File: config.mk
export PLATFORM = sky130hd
export DESIGN_NAME = framed_crc_receiver_with_replies_core
export DESIGN_NICKNAME = d
export VERILOG_FILES = /design/src/fcrr_pkg.sv /design/src/fcrr_ctrl.sv /design/src/fcrr_datapath.sv /design/src/framed_crc_receiver_with_replies_core.sv
export SDC_FILE = /design/constraint.sdc
export NUM_CORES = 1
export LEC_CHECK = 0
export BUFFER_PORTS_ARGS = -buffer_cell sky130_fd_sc_hd__buf_4
export CAP_MARGIN = 10
export CORE_MARGIN = 5
export CORE_UTILIZATION = 54
export DETAILED_ROUTE_END_ITERATION = 8
export PLACE_DENSITY = 0.73
export SYNTH_ARGS = -nofsm -noshare
export SYNTH_HDL_FRONTEND = slang
export SYNTH_SLANG_ARGS = --single-unit
File: constraint.sdc
create_clock -name clock -period 10.8 [get_ports clock]
set_input_delay 1.62 -clock clock [delete_from_list [all_inputs] [get_ports clock]]
set_output_delay 1.62 -clock clock [all_outputs]
set_load 0.02 [all_outputs]
File: src/fcrr_pkg.sv
// Shared types, constants and the CRC-16/XMODEM step for the framed CRC receiver.
`timescale 1ns / 1ps
`default_nettype none

package fcrr_pkg;

   localparam int FRAME_CAPACITY_DEF = 32;

   localparam logic [4:0] MAX_DELIVER = 5'd26;

   localparam logic [7:0] SOF_BYTE  = 8'h7f;
   localparam logic [7:0] EOF_BYTE  = 8'hfe;
   localparam logic [7:0] KIND_CTRL = 8'h43;
   localparam logic [7:0] KIND_DATA = 8'h44;
   localparam logic [7:0] CTRL_LEN  = 8'h01;

   localparam logic [2:0] CODE_ACK       = 3'd1;
   localparam logic [2:0] CODE_CRC_FAIL  = 3'd2;
   localparam logic [2:0] CODE_OVERSIZE  = 3'd3;
   localparam logic [2:0] CODE_INVALID   = 3'd4;
   localparam logic [2:0] CODE_HEARTBEAT = 3'd5;

   localparam logic [15:0] CRC_POLY = 16'h1021;

   typedef enum logic [2:0] {
      ST_IDLE,
      ST_EVAL,
      ST_PAY_READ,
      ST_PAY_OUT,
      ST_CTRL_OUT
   } state_type;

   typedef struct packed {
      logic take;
      logic pay_read;
      logic pay_emit;
      logic ctrl_emit;
   } ctl_cmd_type;

   typedef struct packed {
      logic reply;
      logic deliver;
      logic pay_last;
      logic ctrl_last;
      logic out_free;
   } dp_status_type;

   function automatic logic [15:0] crc_add(input logic [15:0] crc, input logic [7:0] b);
      logic [15:0] c;
      c = crc ^ {b, 8'h00};
      for (int i = 0; i < 8; i++) begin
         c = c[15] ? ((c << 1) ^ CRC_POLY) : (c << 1);
      end
      return c;
   endfunction

endpackage

`default_nettype wire

File: src/fcrr_ctrl.sv
// Controller state machine: sequences byte intake, payload delivery and reply frames.
`timescale 1ns / 1ps
`default_nettype none

module fcrr_ctrl (
   input  logic                    clock,
   input  logic                    reset,
   input  logic                    req_valid,
   output logic                    req_stall,
   input  fcrr_pkg::dp_status_type status,
   output fcrr_pkg::ctl_cmd_type   cmd
);
   import fcrr_pkg::*;

   state_type state_ff;
   state_type state_in;

   always_ff @(posedge clock) begin
      if (reset) begin
         state_ff <= ST_IDLE;
      end else begin
         state_ff <= state_in;
      end
   end

   always_comb begin
      state_in  = state_ff;
      cmd       = '0;
      req_stall = 1'b1;
      case (state_ff)
         ST_IDLE: begin
            req_stall = 1'b0;
            if (req_valid) begin
               cmd.take = 1'b1;
               state_in = ST_EVAL;
            end
         end
         ST_EVAL: begin
            if (!status.reply) begin
               state_in = ST_IDLE;
            end else if (status.deliver) begin
               state_in = ST_PAY_READ;
            end else begin
               state_in = ST_CTRL_OUT;
            end
         end
         ST_PAY_READ: begin
            cmd.pay_read = 1'b1;
            state_in     = ST_PAY_OUT;
         end
         ST_PAY_OUT: begin
            if (status.out_free) begin
               cmd.pay_emit = 1'b1;
               state_in     = status.pay_last ? ST_CTRL_OUT : ST_PAY_READ;
            end
         end
         ST_CTRL_OUT: begin
            if (status.out_free) begin
               cmd.ctrl_emit = 1'b1;
               if (status.ctrl_last) begin
                  state_in = ST_IDLE;
               end
            end
         end
         default: begin
            state_in = ST_IDLE;
         end
      endcase
   end

`ifndef ASSERT_OFF
   a_cmd_onehot: assert property (@(posedge clock) disable iff (reset)
      $onehot0({cmd.take, cmd.pay_read, cmd.pay_emit, cmd.ctrl_emit}))
      else $error("more than one datapath command at once");

   a_take_eval: assert property (@(posedge clock) disable iff (reset)
      cmd.take |=> state_ff == ST_EVAL)
      else $error("accepted byte not evaluated");

   a_reply_done: assert property (@(posedge clock) disable iff (reset)
      (cmd.ctrl_emit && status.ctrl_last) |=> state_ff == ST_IDLE)
      else $error("controller did not return to idle after reply frame");
`endif

endmodule

`default_nettype wire

File: src/fcrr_datapath.sv
// Datapath: frame store, header and CRC checks, result selection and output register.
`timescale 1ns / 1ps
`default_nettype none

module fcrr_datapath #(
   parameter int FRAME_CAPACITY = fcrr_pkg::FRAME_CAPACITY_DEF
) (
   input  logic                    clock,
   input  logic                    reset,
   input  fcrr_pkg::ctl_cmd_type   cmd,
   output fcrr_pkg::dp_status_type status,
   input  logic [7:0]              rx_byte,
   input  logic                    csr_wr_en,
   input  logic [4:0]              csr_wr_data,
   output logic                    rsp_valid,
   input  logic                    rsp_stall,
   output logic                    rsp_out_kind,
   output logic [7:0]              rsp_out_byte,
   output logic                    rsp_out_last
);
   import fcrr_pkg::*;

   localparam int CW = $clog2(FRAME_CAPACITY + 1);
   localparam int AW = $clog2(FRAME_CAPACITY);
   localparam logic [CW-1:0] CapCount = CW'(FRAME_CAPACITY);
   localparam logic [7:0] MaxLen = 8'(FRAME_CAPACITY - 6);
   localparam logic [2:0] CtrlLastIdx = 3'd6;

   logic [4:0]    max_copy_ff, max_copy_in;
   logic [CW-1:0] count_ff, count_in;
   logic          phase_ff, phase_in;
   logic [CW-1:0] len_ff, len_in;
   logic [15:0]   crc_ff, crc_in;
   logic          sof_ok_ff, sof_ok_in;
   logic [7:0]    type_ff, type_in;
   logic [7:0]    pay0_ff, pay0_in;
   logic [7:0]    prev1_ff, prev1_in;
   logic [7:0]    prev2_ff, prev2_in;
   logic          reply_ff, reply_in;
   logic [2:0]    code_ff, code_in;
   logic [4:0]    cnt_ff, cnt_in;
   logic [4:0]    pay_idx_ff, pay_idx_in;
   logic [2:0]    ctrl_idx_ff, ctrl_idx_in;
   logic          rsp_valid_ff, rsp_valid_in;
   logic          rsp_kind_ff, rsp_kind_in;
   logic [7:0]    rsp_byte_ff, rsp_byte_in;
   logic          rsp_last_ff, rsp_last_in;
   logic [7:0]    rd_data_ff;

   logic [7:0]    mem [FRAME_CAPACITY];

   logic          active;
   logic          wrap;
   logic [CW-1:0] idx;
   logic [CW-1:0] idx_next;
   logic          phase_cur;
   logic [15:0]   crc_cur;
   logic [5:0]    rd_sum;
   logic [AW-1:0] rd_addr;
   logic [15:0]   reply_crc;
   logic [7:0]    ctrl_byte;
   logic          out_free;

   assign active    = cmd.take && (max_copy_ff != 5'd0);
   assign wrap      = count_ff >= CapCount;
   assign idx       = wrap ? '0 : count_ff;
   assign idx_next  = idx + CW'(1);
   assign phase_cur = wrap ? 1'b0 : phase_ff;
   assign crc_cur   = wrap ? 16'h0000 : crc_ff;
   assign rd_sum    = 6'(pay_idx_ff) + 6'd3;
   assign rd_addr   = rd_sum[AW-1:0];
   assign reply_crc = crc_add(16'h0000, {5'b00000, code_ff});
   assign out_free  = !rsp_valid_ff || !rsp_stall;

   always_comb begin
      case (ctrl_idx_ff)
         3'd0:    ctrl_byte = SOF_BYTE;
         3'd1:    ctrl_byte = KIND_CTRL;
         3'd2:    ctrl_byte = CTRL_LEN;
         3'd3:    ctrl_byte = {5'b00000, code_ff};
         3'd4:    ctrl_byte = reply_crc[7:0];
         3'd5:    ctrl_byte = reply_crc[15:8];
         default: ctrl_byte = EOF_BYTE;
      endcase
   end

   // frame assembly and checks
   always_comb begin
      max_copy_in = max_copy_ff;
      count_in    = count_ff;
      phase_in    = phase_ff;
      len_in      = len_ff;
      crc_in      = crc_ff;
      sof_ok_in   = sof_ok_ff;
      type_in     = type_ff;
      pay0_in     = pay0_ff;
      prev1_in    = prev1_ff;
      prev2_in    = prev2_ff;
      reply_in    = reply_ff;
      code_in     = code_ff;
      cnt_in      = cnt_ff;
      pay_idx_in  = pay_idx_ff;
      ctrl_idx_in = ctrl_idx_ff;

      if (csr_wr_en) begin
         max_copy_in = (csr_wr_data > MAX_DELIVER) ? MAX_DELIVER : csr_wr_data;
      end

      if (cmd.take) begin
         reply_in    = 1'b0;
         cnt_in      = '0;
         pay_idx_in  = '0;
         ctrl_idx_in = '0;
      end

      if (active) begin
         count_in = idx_next;
         phase_in = phase_cur;
         crc_in   = crc_cur;
         prev1_in = rx_byte;
         prev2_in = prev1_ff;
         if (!phase_cur) begin
            if (idx == CW'(0)) begin
               sof_ok_in = (rx_byte == SOF_BYTE);
            end
            if (idx == CW'(1)) begin
               type_in = rx_byte;
            end
            if (idx == CW'(2)) begin
               if (!sof_ok_ff) begin
                  reply_in = 1'b1;
                  code_in  = CODE_INVALID;
                  count_in = '0;
                  crc_in   = 16'h0000;
               end else if (rx_byte > MaxLen) begin
                  reply_in = 1'b1;
                  code_in  = CODE_OVERSIZE;
                  count_in = '0;
                  crc_in   = 16'h0000;
               end else begin
                  phase_in = 1'b1;
                  len_in   = rx_byte[CW-1:0];
               end
            end
         end else begin
            if (idx == CW'(3)) begin
               pay0_in = rx_byte;
            end
            if (idx_next <= len_ff + CW'(3)) begin
               crc_in = crc_add(crc_cur, rx_byte);
            end
            if (idx_next == len_ff + CW'(6)) begin
               reply_in = 1'b1;
               count_in = '0;
               phase_in = 1'b0;
               crc_in   = 16'h0000;
               if (rx_byte != EOF_BYTE) begin
                  code_in = CODE_INVALID;
               end else if ({prev1_ff, prev2_ff} != crc_cur) begin
                  code_in = CODE_CRC_FAIL;
               end else if (type_ff == KIND_CTRL && len_ff != '0 &&
                            pay0_ff == {5'b00000, CODE_HEARTBEAT}) begin
                  code_in = CODE_HEARTBEAT;
               end else if (type_ff == KIND_DATA) begin
                  code_in = CODE_ACK;
                  cnt_in  = (8'(len_ff) < {3'b000, max_copy_ff}) ? 5'(len_ff) : max_copy_ff;
               end else begin
                  code_in = CODE_INVALID;
               end
            end
         end
      end

      if (cmd.pay_emit) begin
         pay_idx_in = pay_idx_ff + 5'd1;
      end
      if (cmd.ctrl_emit) begin
         ctrl_idx_in = ctrl_idx_ff + 3'd1;
      end
   end

   // result register
   always_comb begin
      rsp_valid_in = rsp_valid_ff;
      rsp_kind_in  = rsp_kind_ff;
      rsp_byte_in  = rsp_byte_ff;
      rsp_last_in  = rsp_last_ff;
      if (cmd.pay_emit) begin
         rsp_valid_in = 1'b1;
         rsp_kind_in  = 1'b0;
         rsp_byte_in  = rd_data_ff;
         rsp_last_in  = 1'b0;
      end else if (cmd.ctrl_emit) begin
         rsp_valid_in = 1'b1;
         rsp_kind_in  = 1'b1;
         rsp_byte_in  = ctrl_byte;
         rsp_last_in  = (ctrl_idx_ff == CtrlLastIdx);
      end else if (!rsp_stall) begin
         rsp_valid_in = 1'b0;
      end
   end

   always_ff @(posedge clock) begin
      if (reset) begin
         max_copy_ff  <= MAX_DELIVER;
         count_ff     <= '0;
         phase_ff     <= 1'b0;
         crc_ff       <= 16'h0000;
         reply_ff     <= 1'b0;
         cnt_ff       <= '0;
         pay_idx_ff   <= '0;
         ctrl_idx_ff  <= '0;
         rsp_valid_ff <= 1'b0;
      end else begin
         max_copy_ff  <= max_copy_in;
         count_ff     <= count_in;
         phase_ff     <= phase_in;
         crc_ff       <= crc_in;
         reply_ff     <= reply_in;
         cnt_ff       <= cnt_in;
         pay_idx_ff   <= pay_idx_in;
         ctrl_idx_ff  <= ctrl_idx_in;
         rsp_valid_ff <= rsp_valid_in;
      end
   end

   always_ff @(posedge clock) begin
      len_ff      <= len_in;
      sof_ok_ff   <= sof_ok_in;
      type_ff     <= type_in;
      pay0_ff     <= pay0_in;
      prev1_ff    <= prev1_in;
      prev2_ff    <= prev2_in;
      code_ff     <= code_in;
      rsp_kind_ff <= rsp_kind_in;
      rsp_byte_ff <= rsp_byte_in;
      rsp_last_ff <= rsp_last_in;
   end

   always_ff @(posedge clock) begin
      if (active) begin
         mem[idx[AW-1:0]] <= rx_byte;
      end
      if (cmd.pay_read) begin
         rd_data_ff <= mem[rd_addr];
      end
   end

   assign status.reply     = reply_ff;
   assign status.deliver   = (cnt_ff != 5'd0);
   assign status.pay_last  = ((pay_idx_ff + 5'd1) == cnt_ff);
   assign status.ctrl_last = (ctrl_idx_ff == CtrlLastIdx);
   assign status.out_free  = out_free;

   assign rsp_valid    = rsp_valid_ff;
   assign rsp_out_kind = rsp_kind_ff;
   assign rsp_out_byte = rsp_byte_ff;
   assign rsp_out_last = rsp_last_ff;

`ifndef ASSERT_OFF
   a_count_bound: assert property (@(posedge clock) disable iff (reset)
      count_ff < CapCount)
      else $error("frame byte count reached capacity");

   a_header_count: assert property (@(posedge clock) disable iff (reset)
      !phase_ff |-> count_ff < CW'(3))
      else $error("header phase with more than two bytes held");

   a_emit_free: assert property (@(posedge clock) disable iff (reset)
      (cmd.pay_emit || cmd.ctrl_emit) |-> out_free)
      else $error("result register overwritten while held");
`endif

endmodule

`default_nettype wire

File: src/framed_crc_receiver_with_replies_core.sv
// Top level of the framed CRC-16/XMODEM serial receiver with reply frames.
//
//   channel  ports                                   direction
//   req      req_valid req_stall req_rx_byte         serial bytes in
//   rsp      rsp_valid rsp_stall rsp_out_kind/byte/last  payload and reply bytes out
//   csr      csr_wr_en csr_wr_data                   max_copy register write
//
// One byte is taken at a time: the next is accepted only once the controller is idle again.
// A byte that ends a frame then sends the seven-byte reply frame, preceded by each
// delivered payload byte (one single-port frame store read, then the transfer).
// Extra cycles come from rsp_stall; the last result may still wait in the
// output register while the next byte is accepted.
// Synchronous active-high reset; the frame store is not cleared.
`timescale 1ns / 1ps
`default_nettype none

module framed_crc_receiver_with_replies_core #(
   parameter int FRAME_CAPACITY = fcrr_pkg::FRAME_CAPACITY_DEF
) (
   input  logic       clock,
   input  logic       reset,
   input  logic       req_valid,
   output logic       req_stall,
   input  logic [7:0] req_rx_byte,
   output logic       rsp_valid,
   input  logic       rsp_stall,
   output logic       rsp_out_kind,
   output logic [7:0] rsp_out_byte,
   output logic       rsp_out_last,
   input  logic       csr_wr_en,
   input  logic [4:0] csr_wr_data
);
   import fcrr_pkg::*;

   ctl_cmd_type   cmd;
   dp_status_type status;

   fcrr_ctrl u_ctrl (
      .clock     (clock),
      .reset     (reset),
      .req_valid (req_valid),
      .req_stall (req_stall),
      .status    (status),
      .cmd       (cmd)
   );

   fcrr_datapath #(
      .FRAME_CAPACITY (FRAME_CAPACITY)
   ) u_datapath (
      .clock        (clock),
      .reset        (reset),
      .cmd          (cmd),
      .status       (status),
      .rx_byte      (req_rx_byte),
      .csr_wr_en    (csr_wr_en),
      .csr_wr_data  (csr_wr_data),
      .rsp_valid    (rsp_valid),
      .rsp_stall    (rsp_stall),
      .rsp_out_kind (rsp_out_kind),
      .rsp_out_byte (rsp_out_byte),
      .rsp_out_last (rsp_out_last)
   );

endmodule

`default_nettype wire

==> metrics.txt, run 1 <==
Residual DRC 0; outcome finished clean; RR Endpoint u_datapath.crc_ff[0]; XOR/XNOR Fraction of Synth Area 0.0335; crit-path cells buf_4, nand2b_4, inv_1, ha_1, nand3_1, mux2_2, ha_1, nand3_1, o21bai_1, a21oi_2, mux2i_1, or4_1, a21oi_1; hold path start u_datapath.cnt_ff[4]; Hold Crit Class reg2reg; initial antenna violation count 0; Adder-Cell Fraction of Synth Area 0.0198; latest clock arrival within the worst-skew pair approximately 520 ps; I/O Buffers 29; die height between 150 and 200 um; PnR Total Power about 3.0 mW; 1st-pass router iterations 5; htree depth 2; Reg2Reg Setup Slack between 6000 and 7000 ps; Setup-failing EPs final 0; top_reg_cell synth edfxtp_1; Clock Path Buffers 3; Final Hold Fails 0; Slew HR 0.247; final antenna diode count 0; Final Non-Filler Cells around 1500; first-pass GRT wire length 52.4 mm; post-DP HPWL slightly above 20 mm; Critical Path Source Type register; placed insts 1384; Ys Warns 0; crit path kind reg2reg; post-synthesis compound-gate area fraction 0.0608; Slew Limit Fails 0; Final #Nets 1084; CP max stage cell a21oi_2; area delta synth->final 11.7%; top post-synthesis cells by area edfxtp_1 (60%), mux4_2 (11%), dfxtp_1 (6.1%); max frequency 246 MHz; setup_tns 0 ps; Post-Route WL about 34 mm; Core Footprint roughly 0.029 mm2; Worst VDD drop a little over 0.1 mV; vias in the first global route roughly 9000; R2R depth 13; Setup WS pre-CTS 6730 ps; Post-CTS Setup Bufs 0; cell taking the most area after synthesis edfxtp_1; Post-synth EDFFs 314; CP Capture Type register; post-synthesis instance total 1016; register area share after synthesis 0.657; Reg clk slew, reported paths 60 ps; via count 8957; critical path's largest stage delay 850 ps; RSZ-0062 raised after global routing no; skew final approximately 13 ps; Final min period 4070 ps; DR iter-0 viols 885; syn_area_per_cell about 16 um2; Yosys top cell area share 0.596; Mapped Area roughly 0.016 mm2; Post-Synth Simple-Gate Area 0.0807; Critical R2R Launch u_datapath.count_ff[5]; post-cts sizing count 0; Yosys reg bits ~360; Syn Nets between 1000 and 1500; Hold WS slightly below 500 ps; gr ovfl total 0; worst setup margin 6730 ps; CP Max Fanout between 40 and 50; CTS tree yes; Post-synth ARST share 0; Vias/cell 6.16; largest net degree at the start of global routing 65; FP Rows 62; data required time of the critical path ~11000 ps; slew of the pin with the lowest slew margin ~1100 ps; Arrival @ worst endpoint 4520 ps; die area roughly 0.033 mm2; Worst Hold End u_datapath.cnt_ff[4]; share of post-route cells with drive strength above 1 0.184; Die W about 180 um; CTS sink cnt roughly 360; all-layer global routing usage 0.204; Root Driver clkbuf_16; gp weighted congestion about 0.85; pwr dens 172 mW/mm2; hold-critical path depth 2; multiplexer share of the synthesized area 0.128; main combinational cell family by area after synthesis multiplexers; maxcap violations 0; Leakage Power around 5.7 nW; I/O pin cnt 30; Initial Utilization 0.550; Hold Buf Count CTS 0; Num CTS Buffers 39; Final ANT Viol Nets 0; share of the cycle needed by the critical path after routing 0.377; Distinct cells, synth 75; drt wl/cell ~23 um
through the flow:
step | util | cell area, um2
6_report | 0.614 | 17700
5_1_grt | 0.614 | 17700
4_1_cts | 0.614 | 17700
3_5_place_dp | 0.568 | 16300
3_3_place_gp | 0.568 | 16300
2_1_floorplan | - | 15800
logic make-up (layout without fill, tap and decap cells):
kind of cell	after synthesis	after routing
mux	100	100
flops	362	362
compound gates	139	139
xor+xnor	59	59
buf+inv	75	129
fa+ha+maj	25	25
simple gates	256	256
final cells by class:
cell class | instances | area, um2
clock buffer | 44 | 995
clock inverter | 26 | 323
fill | 2025 | 11100
inverter | 23 | 88.8
multi-input combinational | 579 | 5110
sequential | 362 | 10400
tap | 384 | 480
timing repair buffer | 36 | 270
cells in the mapped netlist (7+ instances only):
master and number:
nor3_1 18, xnor2_1 44, mux2i_1 10, nand2_1 46
inv_1 22, a21oi_1 28, a22o_1 21, mux4_2 80
nand3_1 18, buf_1 7, dfxtp_1 48, mux2_2 9
nor4bb_1 8, nor2_1 107, xor2_1 14, a31oi_1 15
clkbuf_1 30, edfxtp_1 314, ha_1 25, o21ai_0 17
nor2b_1 11, o32ai_1 10, nand4_1 7, buf_2 10
per-layer routing:
layer | global-route usage | share of wire
met1 | 0.280 | 0.42
met2 | 0.333 | 0.49
met3 | 0.0374 | 0.062
met4 | 0.0651 | 0.028
met5 | 0 | 0
worst max-delay path: cells and delay by family, from the launching register on:
family / cells / cell delay [ps]
and+or+nand+nor: 4 / 890
AOI/OAI and AO/OA: 3 / 1190
adders and majority gates: 2 / 580
buffers and inverters: 2 / 480
muxes: 2 / 540
DFF: 1 / 310
how the worst max path moves through the flow:
| stage | from | endpoint | slack [ps] |
|---|---|---|---|
| global placement | u_datapath.count_ff[5] | u_datapath.crc_ff[0] | 6870 |
| CTS | u_datapath.count_ff[5] | u_datapath.crc_ff[0] | 6710 |
| floorplan | u_datapath.count_ff[5] | u_datapath.crc_ff[4] | 6790 |
| finish | u_datapath.count_ff[5] | u_datapath.crc_ff[0] | 6730 |
| global route | u_datapath.count_ff[5] | u_datapath.crc_ff[0] | 6380 |
| detailed placement | u_datapath.count_ff[5] | u_datapath.crc_ff[0] | 6730 |
layout by cell type, fill, tap and decap left out, drive strengths merged, types with 3 or more instances in the layout:
cell type	count
edfxtp	314
nor2	108
mux4	80
dfxtp	48
nand2	46
xnor2	44
clkbuf	44
buf	36
a21oi	29
inv	26
ha	25
o21ai	24
a22o	21
nand3	18
nor3	18
a31oi	15
xor2	14
clkinv	13
nor2b	12
mux2i	10
o32ai	10
mux2	10
nor4bb	8
nand4	7
bufinv	7
nand2b	7
or4	5
and2	5
o22ai	4
o211ai	4
nand3b	4
a22oi	4
a21o	4
o21a	3
nor4b	3
nor3b	3
clkinvlp	3
nor4	3
or3	3
a211oi	3
sequential cells by signal (all words and copies together), names as in the netlist, 5 cells and up:
signal                   cells
u_datapath.crc_ff           16
u_datapath.rd_data_ff        8
u_datapath.cnt_ff            5
u_datapath.type_ff           8
u_datapath.prev1_ff          8
u_datapath.mem             256
u_datapath.prev2_ff          8
u_datapath.len_ff            6
u_datapath.pay_idx_ff        5
u_datapath.rsp_out_byte      8
u_datapath.max_copy_ff       5
u_datapath.count_ff          6
u_datapath.pay0_ff           8
where the power goes:
part / total [mW] / leakage, nW / internal [mW] / switching (mW)
clock network: 1.37 / 0.634 / 0.834 / 0.536
registers: 1.55 / 3.23 / 1.54 / 0.0151
logic: 0.120 / 1.88 / 0.0431 / 0.0774
No activity file was read; power rests on OpenSTA's default activity.
==> inputs of run 2 (changes only) <==
clock period = 3.8 ns   (was 10.8 ns; I/O delays follow)
==> run 2 against run 1 <==
  * Wire length grew 7.2%
  * Maximum frequency rose by 28%
  * Sequential cell count unchanged
  * Total power grew to 2.7 times the previous value
  * Final cell count grew 2.5%
  * Combinational power increased to 3.0 times the previous value
  * Core utilization up 0.48 points
  * Die area stayed put
==> metrics.txt, run 2 (synthesis results as in run 1) <==
outcome finished clean; all-layer global routing usage 0.220; Root Driver clkbuf_16; data required time of the critical path approximately 4200 ps; slew of the pin with the lowest slew margin between 900 and 1000 ps; drt wl/cell approximately 24 um; CP Max Fanout 23; critical path's largest stage delay 410 ps; Num CTS Buffers 37; pwr dens 459 mW/mm2; RSZ-0062 raised after global routing no; htree depth 2; Clock Path Buffers 3; skew final around 16 ps; via count slightly above 9000; Hold Buf Count CTS 0; first-pass GRT wire length 55.5 mm; CTS sink cnt 362; largest delay contributor family on the critical path compound AO/OA/AOI/OAI gates; setup_tns 0 ps; Final Hold Fails 0; Worst Setup EP u_datapath.crc_ff[7]; Core Footprint about 0.029 mm2; Largest register FFs 256; buffers plus inverters on the worst setup path 2; Slew Limit Fails 0; crit path kind reg2reg; CTS tree yes; most common cell after layout, fill and taps aside edfxtp_1; post-DP HPWL 22.6 mm; gr ovfl total 0; Post-CTS Setup Bufs 0; 1st-pass router iterations 5; Reg clk slew, reported paths around 60 ps; Final #Nets roughly 1100; largest net degree at the start of global routing 71; Hold WS between 200 and 300 ps; Arrival @ worst endpoint between 3000 and 4000 ps; gp weighted congestion ~0.84; CP max stage cell dfxtp_1; Slew HR 0.354; latest clock arrival within the worst-skew pair approximately 520 ps; Internal Power roughly 6.4 mW; Critical R2R Launch u_datapath.count_ff[5]; PnR Total Power 8.16 mW; placed insts 1423; Critical Path Source Type register; Vias/cell approximately 6; Final Non-Filler Cells around 1500; Residual DRC 0; DR iter-0 viols approximately 990; CP Capture Type register; Reg2Reg Setup Slack slightly above 600 ps; Critical Path Source u_datapath.count_ff[5]; Comb power frac 0.044; FP Rows 62; Post-Route WL about 36 mm; vias in the first global route approximately 9100; commonest non-fill, non-tap cells in the layout edfxtp_1 (314), nor2_1 (107), mux4_2 (80); area delta synth->final 12.5%; Hold Crit Class in2reg; die area between 0.03 and 0.04 mm2; max frequency ~310 MHz; RR Endpoint u_datapath.crc_ff[7]; share of post-route cells with drive strength above 1 0.205; switch share 0.212; Reg power frac 0.540; Leakage Power between 5 and 6 nW; Worst path depth 13; R2R depth 13; Setup-failing EPs final 0; I/O Buffers 29; share of the cycle needed by the critical path after routing 0.838; final antenna diode count 0; Layout Utilization 0.618; Final min period ~3200 ps; Net Sw Power 1.73 mW; Initial Utilization 0.550; Die W about 180 um; maxcap violations 0; Fillers 2070; die height approximately 180 um; Clk pwr share 0.416; crit-path cells nand2b_4, inv_1, ha_1, nand3_1, mux2_2, ha_1, nand3_1, o21bai_1, a21oi_2, buf_4, a211oi_1, a311o_1, a22o_1; Final ANT Viol Nets 0; Worst VDD drop 0.304 mV; I/O pin cnt 30; post-cts sizing count 0; initial antenna violation count 0
run 2: cell count changes in the layout (fill, tap and decap cells not counted), sizes merged:
cell,before,now
buf,36,75
clkbuf,44,51
bufinv,7,1
clkinvlp,3,0
clkinv,13,15
inv,26,24
run 2: area by class of cell:
| type | instances | area, um2 | area share |
|---|---|---|---|
| Sequential cell | 362 | 10400 | 0.584 |
| Multi-Input combinational cell | 579 | 5110 | 0.287 |
| Clock buffer | 51 | 1000 | 0.0564 |
| Timing Repair Buffer | 75 | 588 | 0.0330 |
| Tap cell | 384 | 480 | 0.0270 |
| Clock inverter | 17 | 130 | 0.00731 |
| Inverter | 23 | 88.8 | 0.00499 |
run 2: worst reg2reg max path, cell delays in order (launching register included):
cell and delay [ps]:
dfxtp_1 410, nand2b_4 190, inv_1 80, ha_1 280, nand3_1 120, mux2_2 380, ha_1 310, nand3_1 80
o21bai_1 170, a21oi_2 140, buf_4 280, a211oi_1 90, a311o_1 330, a22o_1 200
run 2: power groups by stage:
stage | Sequential [mW] | Combinational, mW | Clock [mW]
floorplan | 4.48 | 0.213 | 0
global placement | 4.49 | 0.349 | 0
detailed placement | 4.49 | 0.355 | 0
CTS | 4.41 | 0.357 | 3.46
global route | 4.41 | 0.392 | 3.64
finish | 4.41 | 0.356 | 3.40
run 2: through the flow:
| step | setup slack, ps | area (um2) |
|---|---|---|
| floorplan | 49.4 | 15800 |
| global placement | 736 | 16700 |
| detailed placement | 670 | 16700 |
| CTS | 641 | 17800 |
| global route | 489 | 17800 |
| finish | 614 | 17800 |
run 2: metal layers:
metal,vias to the layer above,wire [um],global-route usage
li1,4088,-,-
met1,4613,14700,0.318
met2,401,17500,0.354
met3,44,3090,0.0386
met4,0,680,0.0489
met5,-,0,0
run 2: worst min-delay path by stage:
stage	from	to	slack [ps]	cells after the start
after global routing	csr_wr_data[4]	u_datapath.max_copy_ff[4]	320	3
after global placement	u_datapath.rsp_out_kind	u_datapath.rsp_out_kind	450	2
after detailed placement	u_datapath.rsp_out_kind	u_datapath.rsp_out_kind	470	2
after floorplan	u_datapath.cnt_ff[4]	u_datapath.cnt_ff[4]	450	2
final	csr_wr_data[3]	u_datapath.max_copy_ff[3]	290	3
after CTS	csr_wr_data[3]	u_datapath.max_copy_ff[3]	280	3
